===== config.mk =====
export PLATFORM = sky130hd
export DESIGN_NAME = edge_angle_gated_template_score_core
export DESIGN_NICKNAME = d
export VERILOG_FILES = /design/src/hdl/eagts_pkg.sv /design/src/hdl/edge_angle_gated_template_score_core.sv /design/src/hdl/eagts_gate.sv /design/src/hdl/eagts_accum.sv
export SDC_FILE = /design/constraint.sdc
export NUM_CORES = 1
export LEC_CHECK = 0
export BUFFER_PORTS_ARGS = -buffer_cell sky130_fd_sc_hd__buf_4
export CORE_MARGIN = 1.5
export CORE_UTILIZATION = 60
export CTS_CLUSTER_SIZE = 10
export DETAILED_ROUTE_END_ITERATION = 10
export PLACE_DENSITY = 0.85
export RECOVER_POWER = 25
export SLEW_MARGIN = 10
export SYNTH_ARGS = -nofsm -noshare
export SYNTH_HDL_FRONTEND = slang
export SYNTH_HIERARCHICAL = 1
export SYNTH_SLANG_ARGS = --single-unit

===== constraint.sdc =====
create_clock -name clk -period 18 [get_ports clk]
set_input_delay 3.6 -clock clk [delete_from_list [all_inputs] [get_ports clk]]
set_output_delay 3.6 -clock clk [all_outputs]
set_load 0.02 [all_outputs]

===== src/hdl/eagts_pkg.sv =====
// shared types and constants for the edge angle gated template score core
// no dependencies; imported by every module of the block
package eagts_pkg;

  // field widths
  localparam int WEIGHT_W   = 4;
  localparam int STRENGTH_W = 8;
  localparam int BRIGHT_W   = 8;
  localparam int ANGLE_W    = 16;
  localparam int REF_W      = 15;
  localparam int LIMIT_W    = 15;
  localparam int SCORE_W    = 22;
  localparam int PROD_W     = STRENGTH_W + 1 + WEIGHT_W;
  localparam int FOLD_W     = ANGLE_W + 1;
  localparam int CFG_IDX_W  = 2;
  localparam int CFG_DATA_W = 15;

  // binary angle units, pi = 16384
  localparam logic signed [FOLD_W-1:0] HALF_PI = FOLD_W'(8192);
  localparam logic signed [FOLD_W-1:0] PI      = FOLD_W'(16384);

  // saturation bounds of the score
  localparam logic signed [SCORE_W:0] SCORE_MAX = (SCORE_W+1)'(2097151);
  localparam logic signed [SCORE_W:0] SCORE_MIN = -(SCORE_W+1)'(2097152);

  // configuration register indexes and reset values
  localparam logic [CFG_IDX_W-1:0] CFG_REF_ANGLE   = 2'd0;
  localparam logic [CFG_IDX_W-1:0] CFG_ANGLE_LIMIT = 2'd1;
  localparam logic [CFG_IDX_W-1:0] CFG_DARK_LIMIT  = 2'd2;
  localparam logic [BRIGHT_W-1:0]  DARK_LIMIT_RST  = 8'd120;

  // configuration register set
  typedef struct packed {
    logic signed [REF_W-1:0] reference_angle;
    logic [LIMIT_W-1:0]      angle_limit;
    logic [BRIGHT_W-1:0]     dark_limit;
  } cfg_t;

  // one registered pixel
  typedef struct packed {
    logic signed [WEIGHT_W-1:0] template_weight;
    logic [STRENGTH_W-1:0]      edge_strength;
    logic [BRIGHT_W-1:0]        brightness;
    logic signed [ANGLE_W-1:0]  edge_angle;
    logic                       last_pixel;
  } pixel_t;

  // step handed to the accumulator
  typedef struct packed {
    logic                     valid;
    logic                     last;
    logic signed [PROD_W-1:0] contrib;
  } step_t;

endpackage


===== src/hdl/edge_angle_gated_template_score_core.sv =====
// top level of the edge angle gated template score core
// depends on eagts_pkg, eagts_gate and eagts_accum
//
// Scores an image window against an oriented edge template, one pixel per
// transfer, at a sustained rate of one pixel per clock. A pixel is captured in
// an input register; the next cycle its gated, angle-checked weighted strength
// is added with saturation to the running score. On the pixel flagged last the
// score is loaded into the result register and the running score restarts at
// zero. Pixels keep flowing while a result waits; input stalls only when a
// second window end reaches the accumulator before the previous score has
// been taken. Configuration writes are accepted in every cycle and should be
// made between windows.
module edge_angle_gated_template_score_core (
  input  logic                                        clk,
  input  logic                                        rst_n,
  // pixel input
  input  logic                                        in_valid,
  output logic                                        in_stall,
  input  logic signed [eagts_pkg::WEIGHT_W-1:0]       in_template_weight,
  input  logic [eagts_pkg::STRENGTH_W-1:0]            in_edge_strength,
  input  logic [eagts_pkg::BRIGHT_W-1:0]              in_brightness,
  input  logic signed [eagts_pkg::ANGLE_W-1:0]        in_edge_angle,
  input  logic                                        in_last_pixel,
  // score output
  output logic                                        out_valid,
  input  logic                                        out_stall,
  output logic signed [eagts_pkg::SCORE_W-1:0]        out_score,
  // configuration writes
  input  logic                                        cfg_valid,
  output logic                                        cfg_ready,
  input  logic [eagts_pkg::CFG_IDX_W-1:0]             cfg_index,
  input  logic [eagts_pkg::CFG_DATA_W-1:0]            cfg_data
);
  import eagts_pkg::*;

  cfg_t                     cfg_r, cfg_nxt;
  pixel_t                   pix_r, pix_nxt;
  logic                     s1_valid_r, s1_valid_nxt;
  logic                     in_accept;
  logic                     acc_ready;
  logic                     s1_take;
  logic signed [PROD_W-1:0] contrib;
  step_t                    step;

  // configuration registers
  assign cfg_ready = 1'b1;
  always_comb begin
    cfg_nxt = cfg_r;
    if (cfg_valid && cfg_ready) begin
      case (cfg_index)
        CFG_REF_ANGLE:   cfg_nxt.reference_angle = $signed(cfg_data[REF_W-1:0]);
        CFG_ANGLE_LIMIT: cfg_nxt.angle_limit     = cfg_data[LIMIT_W-1:0];
        CFG_DARK_LIMIT:  cfg_nxt.dark_limit      = cfg_data[BRIGHT_W-1:0];
        default:         cfg_nxt = cfg_r;
      endcase
    end
  end

  always_ff @(posedge clk) begin
    if (!rst_n) begin
      cfg_r.reference_angle <= '0;
      cfg_r.angle_limit     <= '0;
      cfg_r.dark_limit      <= DARK_LIMIT_RST;
    end else begin
      cfg_r <= cfg_nxt;
    end
  end

  // input register handshake; a last pixel waits for a free result register
  assign s1_take   = s1_valid_r && (!pix_r.last_pixel || acc_ready);
  assign in_stall  = s1_valid_r && !s1_take;
  assign in_accept = in_valid && !in_stall;

  always_comb begin
    s1_valid_nxt = s1_valid_r && !s1_take;
    pix_nxt      = pix_r;
    if (in_accept) begin
      s1_valid_nxt             = 1'b1;
      pix_nxt.template_weight  = in_template_weight;
      pix_nxt.edge_strength    = in_edge_strength;
      pix_nxt.brightness       = in_brightness;
      pix_nxt.edge_angle       = in_edge_angle;
      pix_nxt.last_pixel       = in_last_pixel;
    end
  end

  always_ff @(posedge clk) begin
    if (!rst_n) begin
      s1_valid_r <= 1'b0;
    end else begin
      s1_valid_r <= s1_valid_nxt;
    end
  end

  always_ff @(posedge clk) begin
    pix_r <= pix_nxt;
  end

  // pixel gating and weighting
  eagts_gate u_gate (
    .pix     (pix_r),
    .cfg     (cfg_r),
    .contrib (contrib)
  );

  assign step.valid   = s1_take;
  assign step.last    = pix_r.last_pixel;
  assign step.contrib = contrib;

  // running score and result register
  eagts_accum u_accum (
    .clk        (clk),
    .rst_n      (rst_n),
    .step       (step),
    .step_ready (acc_ready),
    .out_valid  (out_valid),
    .out_stall  (out_stall),
    .out_score  (out_score)
  );

  // a new score appears only after a last pixel left the input register
  a_score_from_last: assert property (@(posedge clk) disable iff (!rst_n)
    $rose(out_valid) |-> $past(s1_valid_r && pix_r.last_pixel))
    else $error("score appeared without a last pixel");

  // input stalls only behind a window end blocked by a waiting score
  a_stall_cause: assert property (@(posedge clk) disable iff (!rst_n)
    in_stall |-> (s1_valid_r && pix_r.last_pixel && out_valid && out_stall))
    else $error("input stalled without a blocked window end");

  // a taken score is not shown again unless a new window ended
  a_no_repeat: assert property (@(posedge clk) disable iff (!rst_n)
    (out_valid && !out_stall && !(s1_valid_r && pix_r.last_pixel)) |=> !out_valid)
    else $error("score repeated after transfer");

endmodule


===== src/hdl/eagts_gate.sv =====
// pixel gating: dark/weight/strength test, angle fold and compare, weighted strength
// depends on eagts_pkg
module eagts_gate (
  input  eagts_pkg::pixel_t                      pix,
  input  eagts_pkg::cfg_t                        cfg,
  output logic signed [eagts_pkg::PROD_W-1:0]    contrib
);
  import eagts_pkg::*;

  logic                     pass_gate;
  logic signed [FOLD_W-1:0] edge_ext;
  logic signed [FOLD_W-1:0] folded;
  logic signed [FOLD_W:0]   diff;
  logic [FOLD_W:0]          diff_abs;
  logic                     pass_angle;
  logic signed [PROD_W-1:0] product;

  // pixel must have weight, strength and be dark enough
  assign pass_gate = (pix.template_weight != '0) && (pix.edge_strength != '0) &&
                     (pix.brightness < cfg.dark_limit);

  // single fold toward (-pi/2, pi/2]
  assign edge_ext = FOLD_W'(pix.edge_angle);
  always_comb begin
    if (edge_ext <= -HALF_PI) begin
      folded = edge_ext + PI;
    end else if (edge_ext > HALF_PI) begin
      folded = edge_ext - PI;
    end else begin
      folded = edge_ext;
    end
  end

  // absolute difference against the reference
  assign diff       = (FOLD_W+1)'(cfg.reference_angle) - (FOLD_W+1)'(folded);
  assign diff_abs   = diff[FOLD_W] ? (FOLD_W+1)'(-diff) : (FOLD_W+1)'(diff);
  assign pass_angle = diff_abs < (FOLD_W+1)'(cfg.angle_limit);

  // weighted strength
  assign product = $signed({1'b0, pix.edge_strength}) * PROD_W'(pix.template_weight);
  assign contrib = (pass_gate && pass_angle) ? product : '0;

endmodule


===== src/hdl/eagts_accum.sv =====
// saturating running score and result register
// depends on eagts_pkg
module eagts_accum (
  input  logic                                  clk,
  input  logic                                  rst_n,
  input  eagts_pkg::step_t                      step,
  output logic                                  step_ready,
  output logic                                  out_valid,
  input  logic                                  out_stall,
  output logic signed [eagts_pkg::SCORE_W-1:0]  out_score
);
  import eagts_pkg::*;

  logic signed [SCORE_W-1:0] run_r, run_nxt;
  logic signed [SCORE_W-1:0] score_r, score_nxt;
  logic                      out_valid_r, out_valid_nxt;
  logic signed [SCORE_W:0]   sum;
  logic signed [SCORE_W-1:0] sat;

  // result register can take a new window score
  assign step_ready = !out_valid_r || !out_stall;

  // add and clamp
  assign sum = (SCORE_W+1)'(run_r) + (SCORE_W+1)'(step.contrib);
  always_comb begin
    if (sum > SCORE_MAX) begin
      sat = SCORE_MAX[SCORE_W-1:0];
    end else if (sum < SCORE_MIN) begin
      sat = SCORE_MIN[SCORE_W-1:0];
    end else begin
      sat = sum[SCORE_W-1:0];
    end
  end

  // next state
  always_comb begin
    run_nxt       = run_r;
    score_nxt     = score_r;
    out_valid_nxt = out_valid_r && out_stall;
    if (step.valid) begin
      if (step.last) begin
        run_nxt       = '0;
        score_nxt     = sat;
        out_valid_nxt = 1'b1;
      end else begin
        run_nxt = sat;
      end
    end
  end

  always_ff @(posedge clk) begin
    if (!rst_n) begin
      run_r       <= '0;
      out_valid_r <= 1'b0;
    end else begin
      run_r       <= run_nxt;
      out_valid_r <= out_valid_nxt;
    end
  end

  always_ff @(posedge clk) begin
    score_r <= score_nxt;
  end

  assign out_valid = out_valid_r;
  assign out_score = score_r;

endmodule


Word level (Yosys, flattened, before mapping). Index checks and enable logic that the tools add are counted.

Multipliers: 1. Equality and inequality tests: 2. Reduce and logical (&&, ||, !) cells: 21. Magnitude comparators: 6. $add $sub $neg: 5. Multiplexer cells: 10.

Operator list (count): 22-bit 2-to-1 mux (3); 17-bit 2-to-1 mux (2); 22-bit by 13-bit adder with 23-bit output (1); 23-bit by 22-bit > comparator with 1-bit output (second input constant) (1); 23-bit by 22-bit less-than comparator with 1-bit output (second input constant) (1); 18-bit by 15-bit less-than comparator with 1-bit output (1); 18-bit 2-to-1 mux (1); 18-bit negator (1); 15-bit by 17-bit subtractor with 18-bit output (1); 16-bit by 16-bit adder with 17-bit output (second input constant) (1); 16-bit by 16-bit subtractor with 17-bit output (second input constant) (1); 16-bit by 15-bit > comparator with 1-bit output (second input constant) (1); 16-bit by 14-bit less-or-equal comparator with 1-bit output (second input constant) (1); 9-bit by 4-bit multiplier with 13-bit output (1); 13-bit 2-to-1 mux (1); 8-bit less-than comparator (1); 2-bit AND reduction (4); 8-bit nonzero test (1); 1-bit logical AND (7); 1-bit zero test (5); 4-bit nonzero test (1); 1-bit 2-to-1 mux (3); 2-bit by 1-bit equality test with 1-bit output (second input constant) (1); 2-bit equality test (second input constant) (1); other kinds (2) (3).

Register bits: 121. Logic and storage cells: 57.

Logic depth before layout (Yosys ltp). Gate-level depths: netlist of run 1.

Word-level depth: 14. Gate-level depth with buffers: 38. Gate-level depth less buffers: 35.

Cells and area by module. The synthesis of run 1 kept the hierarchy.

By module, submodules not included: eagts_gate (area each 3726.1 µm², cells an instance 496, seq. area each 0.0 µm², instances 1); eagts_accum (area each 2862.7 µm², cells an instance 282, seq. area each 1121.1 µm², instances 1); edge_angle_gated_template_score_core (area each 2655.0 µm², cells an instance 194, seq. area each 1891.8 µm², instances 1).

Least setup slack after synthesis of run 1. No wires, ideal clock.

Path kind: register to register. Start point: reg pix_r[7] in the netlist's numbering. End point: reg u_accum.score_r[13], in the netlist u_accum/out_score[13] (data pin). Setup slack: 10356 ps. Arrival: 7391 ps. Stages on the path, launching flop included: 34. Data required time: 17746 ps. Clock period less this slack: 7644 ps. Path buffers: 3. Library setup time: 254 ps. Path through: edfxtp_1 > or4_1 > nor4_1 > nand4_1 > o31a_1 > a21o_1 > nor2b_1 > mux4_2 > ha_1 > nand3_1 > a211oi_1 > o31a_1 > buf_2 > nor2_1 > xor2_1 > ha_1 > a2111oi_0 > nor4_1 > o31ai_1 > nand4_1 > nor3_2 > buf_2 > nand3_1 > o211ai_1 > ha_1 > nand2_2 > or2_1 > or4_4 > a41oi_4 > nor3_4 > o21ai_2 > buf_6 > a21boi_2 > inv_1.

Longest elaborated chain between the ends: 13. Elaborated cells between the ends (all ways): 17. Those cells by class: 5 x add/sub; 5 x order compare; 6 x mux; 1 x reduce/logical.

RTL lines: start, declared (line edge_angle_gated_template_score_core.sv:37) `pixel_t pix_r, pix_nxt;`; start signal, assigned (line edge_angle_gated_template_score_core.sv:96) `pix_r <= pix_nxt;`; 16-bit by 16-bit subtractor with 17-bit output / 16-bit by 15-bit > comparator with 1-bit output (equally long branches) (line eagts_gate.sv:28, eagts_gate.sv:27); 17-bit 2-to-1 mux (line eagts_gate.sv:27) `end else if (edge_ext > HALF_PI) begin`; 17-bit 2-to-1 mux * (line eagts_gate.sv:25) `if (edge_ext <= -HALF_PI) begin`; 15-bit by 17-bit subtractor with 18-bit output * (line eagts_gate.sv:35) `assign diff = (FOLD_W+1)'(cfg.reference_angle) - (FOLD_W+1)'(folded);`; 18-bit negator (line eagts_gate.sv:36) `assign diff_abs = diff[FOLD_W] ? (FOLD_W+1)'(-diff) : (FOLD_W+1)'(diff);`; 18-bit 2-to-1 mux * (line eagts_gate.sv:36); 18-bit by 15-bit less-than comparator with 1-bit output * (line eagts_gate.sv:37) `assign pass_angle = diff_abs < (FOLD_W+1)'(cfg.angle_limit);`; 1-bit logical AND * (line eagts_gate.sv:41) `assign contrib = (pass_gate && pass_angle) ? product : '0;`; 13-bit 2-to-1 mux * (line eagts_gate.sv:41); net contrib[12] (line edge_angle_gated_template_score_core.sv:42) `logic signed [PROD_W-1:0] contrib;`; 22-bit by 13-bit adder with 23-bit output * (line eagts_accum.sv:24) `assign sum = (SCORE_W+1)'(run_r) + (SCORE_W+1)'(step.contrib);`; 23-bit by 22-bit less-than comparator with 1-bit output (line eagts_accum.sv:28) `end else if (sum < SCORE_MIN) begin`; 22-bit 2-to-1 mux (line eagts_accum.sv:28); 22-bit 2-to-1 mux * (line eagts_accum.sv:26) `if (sum > SCORE_MAX) begin`; net u_accum.sat[13] (line eagts_accum.sv:18) `logic signed [SCORE_W-1:0] sat;`; end signal, assigned (line eagts_accum.sv:62) `score_r <= score_nxt;`; end, declared (line eagts_accum.sv:15) `logic signed [SCORE_W-1:0] score_r, score_nxt;`.

Mark *: on every way through the listed nets, which the timed path passes. The rest lies on a longest branch. A chain may end at the register's enable or synchronous reset.

Final worst setup path of run 1.
Start point: reg pix_r[7] in the netlist's numbering. End point: reg u_accum.score_r[11], in the netlist u_accum/out_score[11] (data pin).

Same word-level chain as after synthesis.

==> results.ini, run 1 <==
[status]
status=complete, but fails checks
violations=max-capacitance violations, max-slew violations

[synth]
ys_seq_area_frac=0.3259
synth-edff-count=59
synthesis.area_mm2=0.009244
ys_types=87
avgSynthCellArea_um2=9.510
ys_async_sr_fraction=0
synth_flop_cell=dfxtp_1
ys_ff_latch=121
synth_cells=972
ys_warn_count=6
syn_nets=1137

[clock_tree]
ctsHtreeMaxLevel=4
cts_tree=built
cts_setup_buffers=0
clk_pin_slew_worst_paths_ns=0.06
cts.sinks=121
hold_buffers=0
clock-root-buffer=clkbuf_16
cts_buffer_depth=2
clk_latency_ns=0.43
cts_made_buffers=17
cts_resized=0

[cells_and_area]
final_common_cell=nand2_1
area_growth_pct=13.62
final_cell_mix=nand2_1, ha_1, inv_1
multi_input_area_mm2=0.005680
ff_latch_area_mm2=0.003013
final_cells=1236
layout.nets=1200
num_antenna_cells=0
final_area_mm2=0.01050
drive_gt1_frac=0.1679
fill_cells=1143

[placed_design]
dp_slack_ns=8.736
postPlaceCellArea_mm2=0.009871
gp_congestion=0.9532
hpwl_um=15080
io_buffer_count=82
place_inst=1204

[sta]
timing.fmax_mhz=105.9
drv_slew=60
setup_viol=0
tightest_slew_ns=2.269
final.setup_skew_ns=0.01250
fin_crit_sh=0.5248
maxSlewHeadroom=-0.5127
fin_crit_ns=9.446
hold_viol=0
tns_ns=0
rsz0062_at_grt=no
fin_ws_ns=8.554

[grt]
grt.overflow.total=0
grt_usage=0.2601
grt_pass1_vias=7189
grt_max_degree=60
grt_pass1_wl_um=33490
antenna_found_initial=0

[floorplan]
dieWidth_um=127.1
num_rows=45
die_area_mm2=0.01616
ios=84
fp.coreArea_mm2=0.01515
die_y_um=127.1
initial_core_util=0.6103

[detailed_routing]
route.vias.total=7497
final_antenna_net_count=0
vias_per_cell=6.066
drtIter0Drc=559
first_pass_iters=5
drc=0
wirelength_um=20330
route.detailed.wl_per_inst_um=16.45

[worst_setup_path]
critical_path_class=reg -> reg
cp-start-kind=flip-flop
cp.required_ns=18.17
cp_max_fo=13
crit_arrival_ns=9.62
slowest_stage=nor3b_2
end_kind=flip-flop
cp_slowest_stage_delay_ns=0.65

[pwr]
powerDensity_mw_per_mm2=86.33
peakVddDrop_uv=98.56
finalPower_uw=906.7
power_leakage_uw=0.004622

[job]
cap_violations=1

[min_path]
min_path_type=reg -> reg

## layout make-up
| type | instances | share of cell area |
|---|---|---|
| Clock buffer | 17 | 0.04051 |
| Inverter | 83 | 0.02966 |
| Clock inverter | 15 | 0.02001 |
| Timing Repair Buffer | 84 | 0.05969 |
| Tap cell | 188 | 0.02240 |
| Sequential cell | 121 | 0.2869 |
| Multi-Input combinational cell | 728 | 0.5409 |
## worst paths after layout
kind,to,depth (start not counted),from,slack [ns]
hold reg to reg,cfg_r[19],2,cfg_r[19],0.46
setup reg to reg,u_accum/out_score[11],31,pix_r[7],8.55
hold / removal,cfg_r[19],2,cfg_r[19],0.46
setup / recovery,u_accum/out_score[11],31,pix_r[7],8.55
## synthesized netlist by cell type, types with 16 or more instances
cell,count,area share
edfxtp_1,59,0.19
xor2_1,19,0.018
nand4_1,25,0.017
ha_1,91,0.12
mux2i_1,37,0.040
and2_1,16,0.011
nor2_1,32,0.013
nand2_1,121,0.049
xnor2_1,26,0.025
o211ai_1,19,0.015
o21ai_0,20,0.011
nand3_1,30,0.016
inv_1,83,0.034
a21oi_1,43,0.023
dfxtp_1,62,0.13
a21o_1,17,0.014
## state kept, by name (all words and copies together), names as in the netlist
name / flops
pix_r: 37
u_accum/run_r: 22
s1_valid_r: 1
u_accum/out_score: 22
cfg_r: 38
u_accum/out_valid: 1
## power breakdown
group	total (uW)	internal, uW	switching, uW
Combinational	221	91.9	129
Clock	373	235	139
Sequential	312	304	8.19
## stage by stage
step | util | hold slack, ns
5_1_grt | 0.6934 | 0.4776
6_report | 0.6934 | 0.4579
3_3_place_gp | 0.6517 | 0.4426
2_1_floorplan | - | 0.4291
4_1_cts | 0.6937 | 0.4604
3_5_place_dp | 0.6517 | 0.4476
## logic make-up (layout without fill, tap and decap cells)
group,count (synthesis),count (layout),share of synthesized area
other cells,1,1,0.0004057
mux,39,39,0.04372
simple gates,311,311,0.1753
fa+ha+maj,106,106,0.1557
compound gates,226,226,0.1957
buf+inv,123,199,0.06064
flops,121,121,0.3259
xor+xnor,45,45,0.04264
## layer usage
layer,global-route usage,vias up,part of all wire
met1,0.3217,3578,0.44
met4,0.1350,0,0.038
met5,0,-,0
met2,0.4377,207,0.48
met3,0.04523,60,0.045
li1,-,3652,-
## worst max-delay path: cells and delay by family (launching register included)
family	cells	cell delay (ns)
mux	1	0.44
flops	1	0.40
simple gates	14	3.35
xor+xnor	1	0.15
buf+inv	2	0.37
compound gates	10	3.46
fa+ha+maj	3	0.99
(Power assumes the default switching activity.)
==> run 2, diff against run 1 <==
==> constraint.sdc (replaced) <==
create_clock -name clk -period 9 [get_ports clk]
set_input_delay 1.8 -clock clk [delete_from_list [all_inputs] [get_ports clk]]
set_output_delay 1.8 -clock clk [all_outputs]
set_load 0.02 [all_outputs]
==> run 2 against run 1 <==
The flow still finishes with violations (max-capacitance violations, max-slew violations). Highest routed layer unchanged. Cell count up 0.49%. Global-route usage increased by 0.67 points. Routed wire length increased by 4.0%. Critical path depth grew 1. Fmax up 13%. Clock power up 92%. Clock skew fell by 0.0045 ns. Setup slack got worse by 7.9 ns. Final area up 0.81%. Via count grew 1.1%. Sequential cell count did not move. Critical endpoint is now u_accum/run_r[5]. Power grew 99%.
==> results.ini, run 2 (synthesis results as in run 1) <==
[detailed_routing]
drtIter0Drc=631  ; +13%
first_pass_iters=5  ; unchanged
route.detailed.wl_per_inst_um=17.02  ; +3.5%
drc=0  ; unchanged
final_antenna_net_count=0  ; unchanged
vias_per_cell=6.101  ; +0.59%
wirelength_um=21140  ; +4.0%
route.vias.total=7578  ; +1.1%

[floorplan]
initial_core_util=0.6103  ; unchanged
fp.coreArea_mm2=0.01515  ; unchanged
die_area_mm2=0.01616  ; unchanged
ios=84  ; unchanged
die_y_um=127.1  ; unchanged
dieWidth_um=127.1  ; unchanged
num_rows=45  ; unchanged

[pwr]
p_clk_frac=0.398  ; -0.014
p_int_uw=1251  ; +98%
sequentialPowerShare=0.346  ; +0.002
power_leakage_uw=0.004642  ; +0.43%
powerDensity_mw_per_mm2=170.2  ; +97%
sw_frac_of_total=0.3057  ; +0.001062
peakVddDrop_uv=152.8  ; +55%
pwr-share-comb=0.256  ; +0.012
p_sw_uw=550.9  ; +99%

[clock_tree]
ctsHtreeMaxLevel=4  ; unchanged
clock-root-buffer=clkbuf_16
hold_buffers=0  ; unchanged
cts.sinks=121  ; unchanged
cts_buffer_depth=2  ; unchanged
clk_latency_ns=0.42  ; about the same
clk_pin_slew_worst_paths_ns=0.06  ; about the same
cts_made_buffers=17  ; unchanged
cts_tree=built

[worst_setup_path]
end_kind=flip-flop
cp.required_ns=9.31  ; -8.86 ns
slowest_stage=or4_1
critical_path_class=reg -> reg
cp-start-kind=flip-flop
cp_max_fo=25  ; +12
cp_slowest_stage_delay_ns=0.52  ; -0.13 ns
r2r-start=pix_r[7]
worstSetupStartpoint=pix_r[7]
crit_top_cell=ha_1
crit_arrival_ns=8.67  ; -0.95 ns

[grt]
grt.overflow.total=0  ; unchanged
grt_pass1_vias=7227  ; +0.53%
grt_pass1_wl_um=34390  ; +2.7%
grt_usage=0.2668  ; +0.006737
grt_max_degree=60  ; unchanged
antenna_found_initial=0  ; unchanged

[sta]
fin_crit_ns=8.363  ; -1.084 ns
maxSlewHeadroom=-0.5735  ; -0.06084
hold_viol=0  ; unchanged
setup_viol=0  ; unchanged
tightest_slew_ns=2.360  ; +0.09127 ns
fin_crit_sh=0.9292  ; +0.4044
drv_slew=60  ; unchanged
rsz0062_at_grt=no
timing.fmax_mhz=119.6  ; +13%
tns_ns=0  ; unchanged
final.setup_skew_ns=0.008033  ; -0.004470 ns

[placed_design]
gp_congestion=0.9525  ; about the same
io_buffer_count=82  ; unchanged
place_inst=1207  ; +0.25%
hpwl_um=15610  ; +3.5%

[cells_and_area]
final_cells=1242  ; +0.49%
area_growth_pct=14.54
largest_reg_flops=38  ; unchanged
layout.nets=1206  ; +0.50%
drive_gt1_frac=0.1736  ; +0.005685
largest_register=cfg_r
final_common_cell=nand2_1
num_antenna_cells=0  ; unchanged
largestRegisters=cfg_r x38, pix_r x37
final_cell_mix=nand2_1, ha_1, inv_1

[min_path]
min_path_type=reg -> reg
hold_start=cfg_r[21]

[job]
cap_violations=1  ; unchanged

[status]
violations=max-capacitance violations, max-slew violations
status=complete, but fails checks

-- run 2: cell count changes in the layout (fill, tap and decap cells not counted), moves of 2 or more --
cell and delta:
o31ai_2 -2, o31ai_4 +2, clkbuf_8 +2, buf_12 +2
clkinvlp_4 +2, buf_4 +4
-- run 2: per-layer routing --
layer,GRT usage,share of wire
met3,0.05863,0.054
met4,0.08690,0.020
met1,0.3316,0.43
met5,0,0
met2,0.4623,0.49
-- run 2: stage by stage --
| stage | total power (uW) | utilization | instance area, um2 | hold WS (ns) | setup slack (ns) |
|---|---|---|---|---|---|
| 4_1_cts | 1799 | 0.6947 | 10520 | 0.4612 | 0.3415 |
| 6_report | 1802 | 0.6991 | 10590 | 0.4579 | 0.6374 |
| 3_3_place_gp | 1067 | 0.6539 | 9903 | 0.4421 | 0.7376 |
| 3_5_place_dp | 1079 | 0.6539 | 9903 | 0.4526 | 0.3879 |
| 5_1_grt | 1890 | 0.6991 | 10590 | 0.4741 | 0.01257 |
| 2_1_floorplan | 973.2 | - | 9244 | 0.4291 | 1.356 |
-- run 2: power by group through the flow --
stage	registers, uW	clock network, uW	logic [uW]
after floorplan	637	0	336
after global placement	635	0	432
after detailed placement	636	0	443
after CTS	624	725	450
after global routing	626	751	512
final	624	717	461
-- run 2: critical path: cells and delay by family, from the launching register on --
| family | cells | cell delay, ns |
|---|---|---|
| mux | 1 | 0.44 |
| flops | 1 | 0.39 |
| fa+ha+maj | 3 | 0.96 |
| xor+xnor | 1 | 0.14 |
| buf+inv | 2 | 0.49 |
| simple gates | 14 | 2.74 |
| compound gates | 11 | 3.03 |
-- run 2: worst paths after layout --
kind | to | slack, ns | depth (start not counted)
hold / removal | cfg_r[21] | 0.46 | 2
hold reg to reg | cfg_r[21] | 0.46 | 2
setup reg to reg | u_accum/run_r[5] | 0.64 | 32
setup / recovery | u_accum/run_r[5] | 0.64 | 32
-- run 2: area by class of cell --
| type | instances | area, um2 |
|---|---|---|
| Tap cell | 188 | 235.2 |
| Inverter | 83 | 311.5 |
| Clock inverter | 13 | 165.2 |
| Clock buffer | 19 | 452.9 |
| Timing Repair Buffer | 90 | 696.9 |
| Multi-Input combinational cell | 728 | 5713 |
| Sequential cell | 121 | 3013 |
| Fill cell | 1133 | 4558 |
-- run 2: what timing repair did --
| action | in CTS | in global routing |
|---|---|---|
| endpoints found under the setup margin | 0 | 42 |
| buffers inserted | 0 | 3 |
| resized for setup | 0 | 6 |
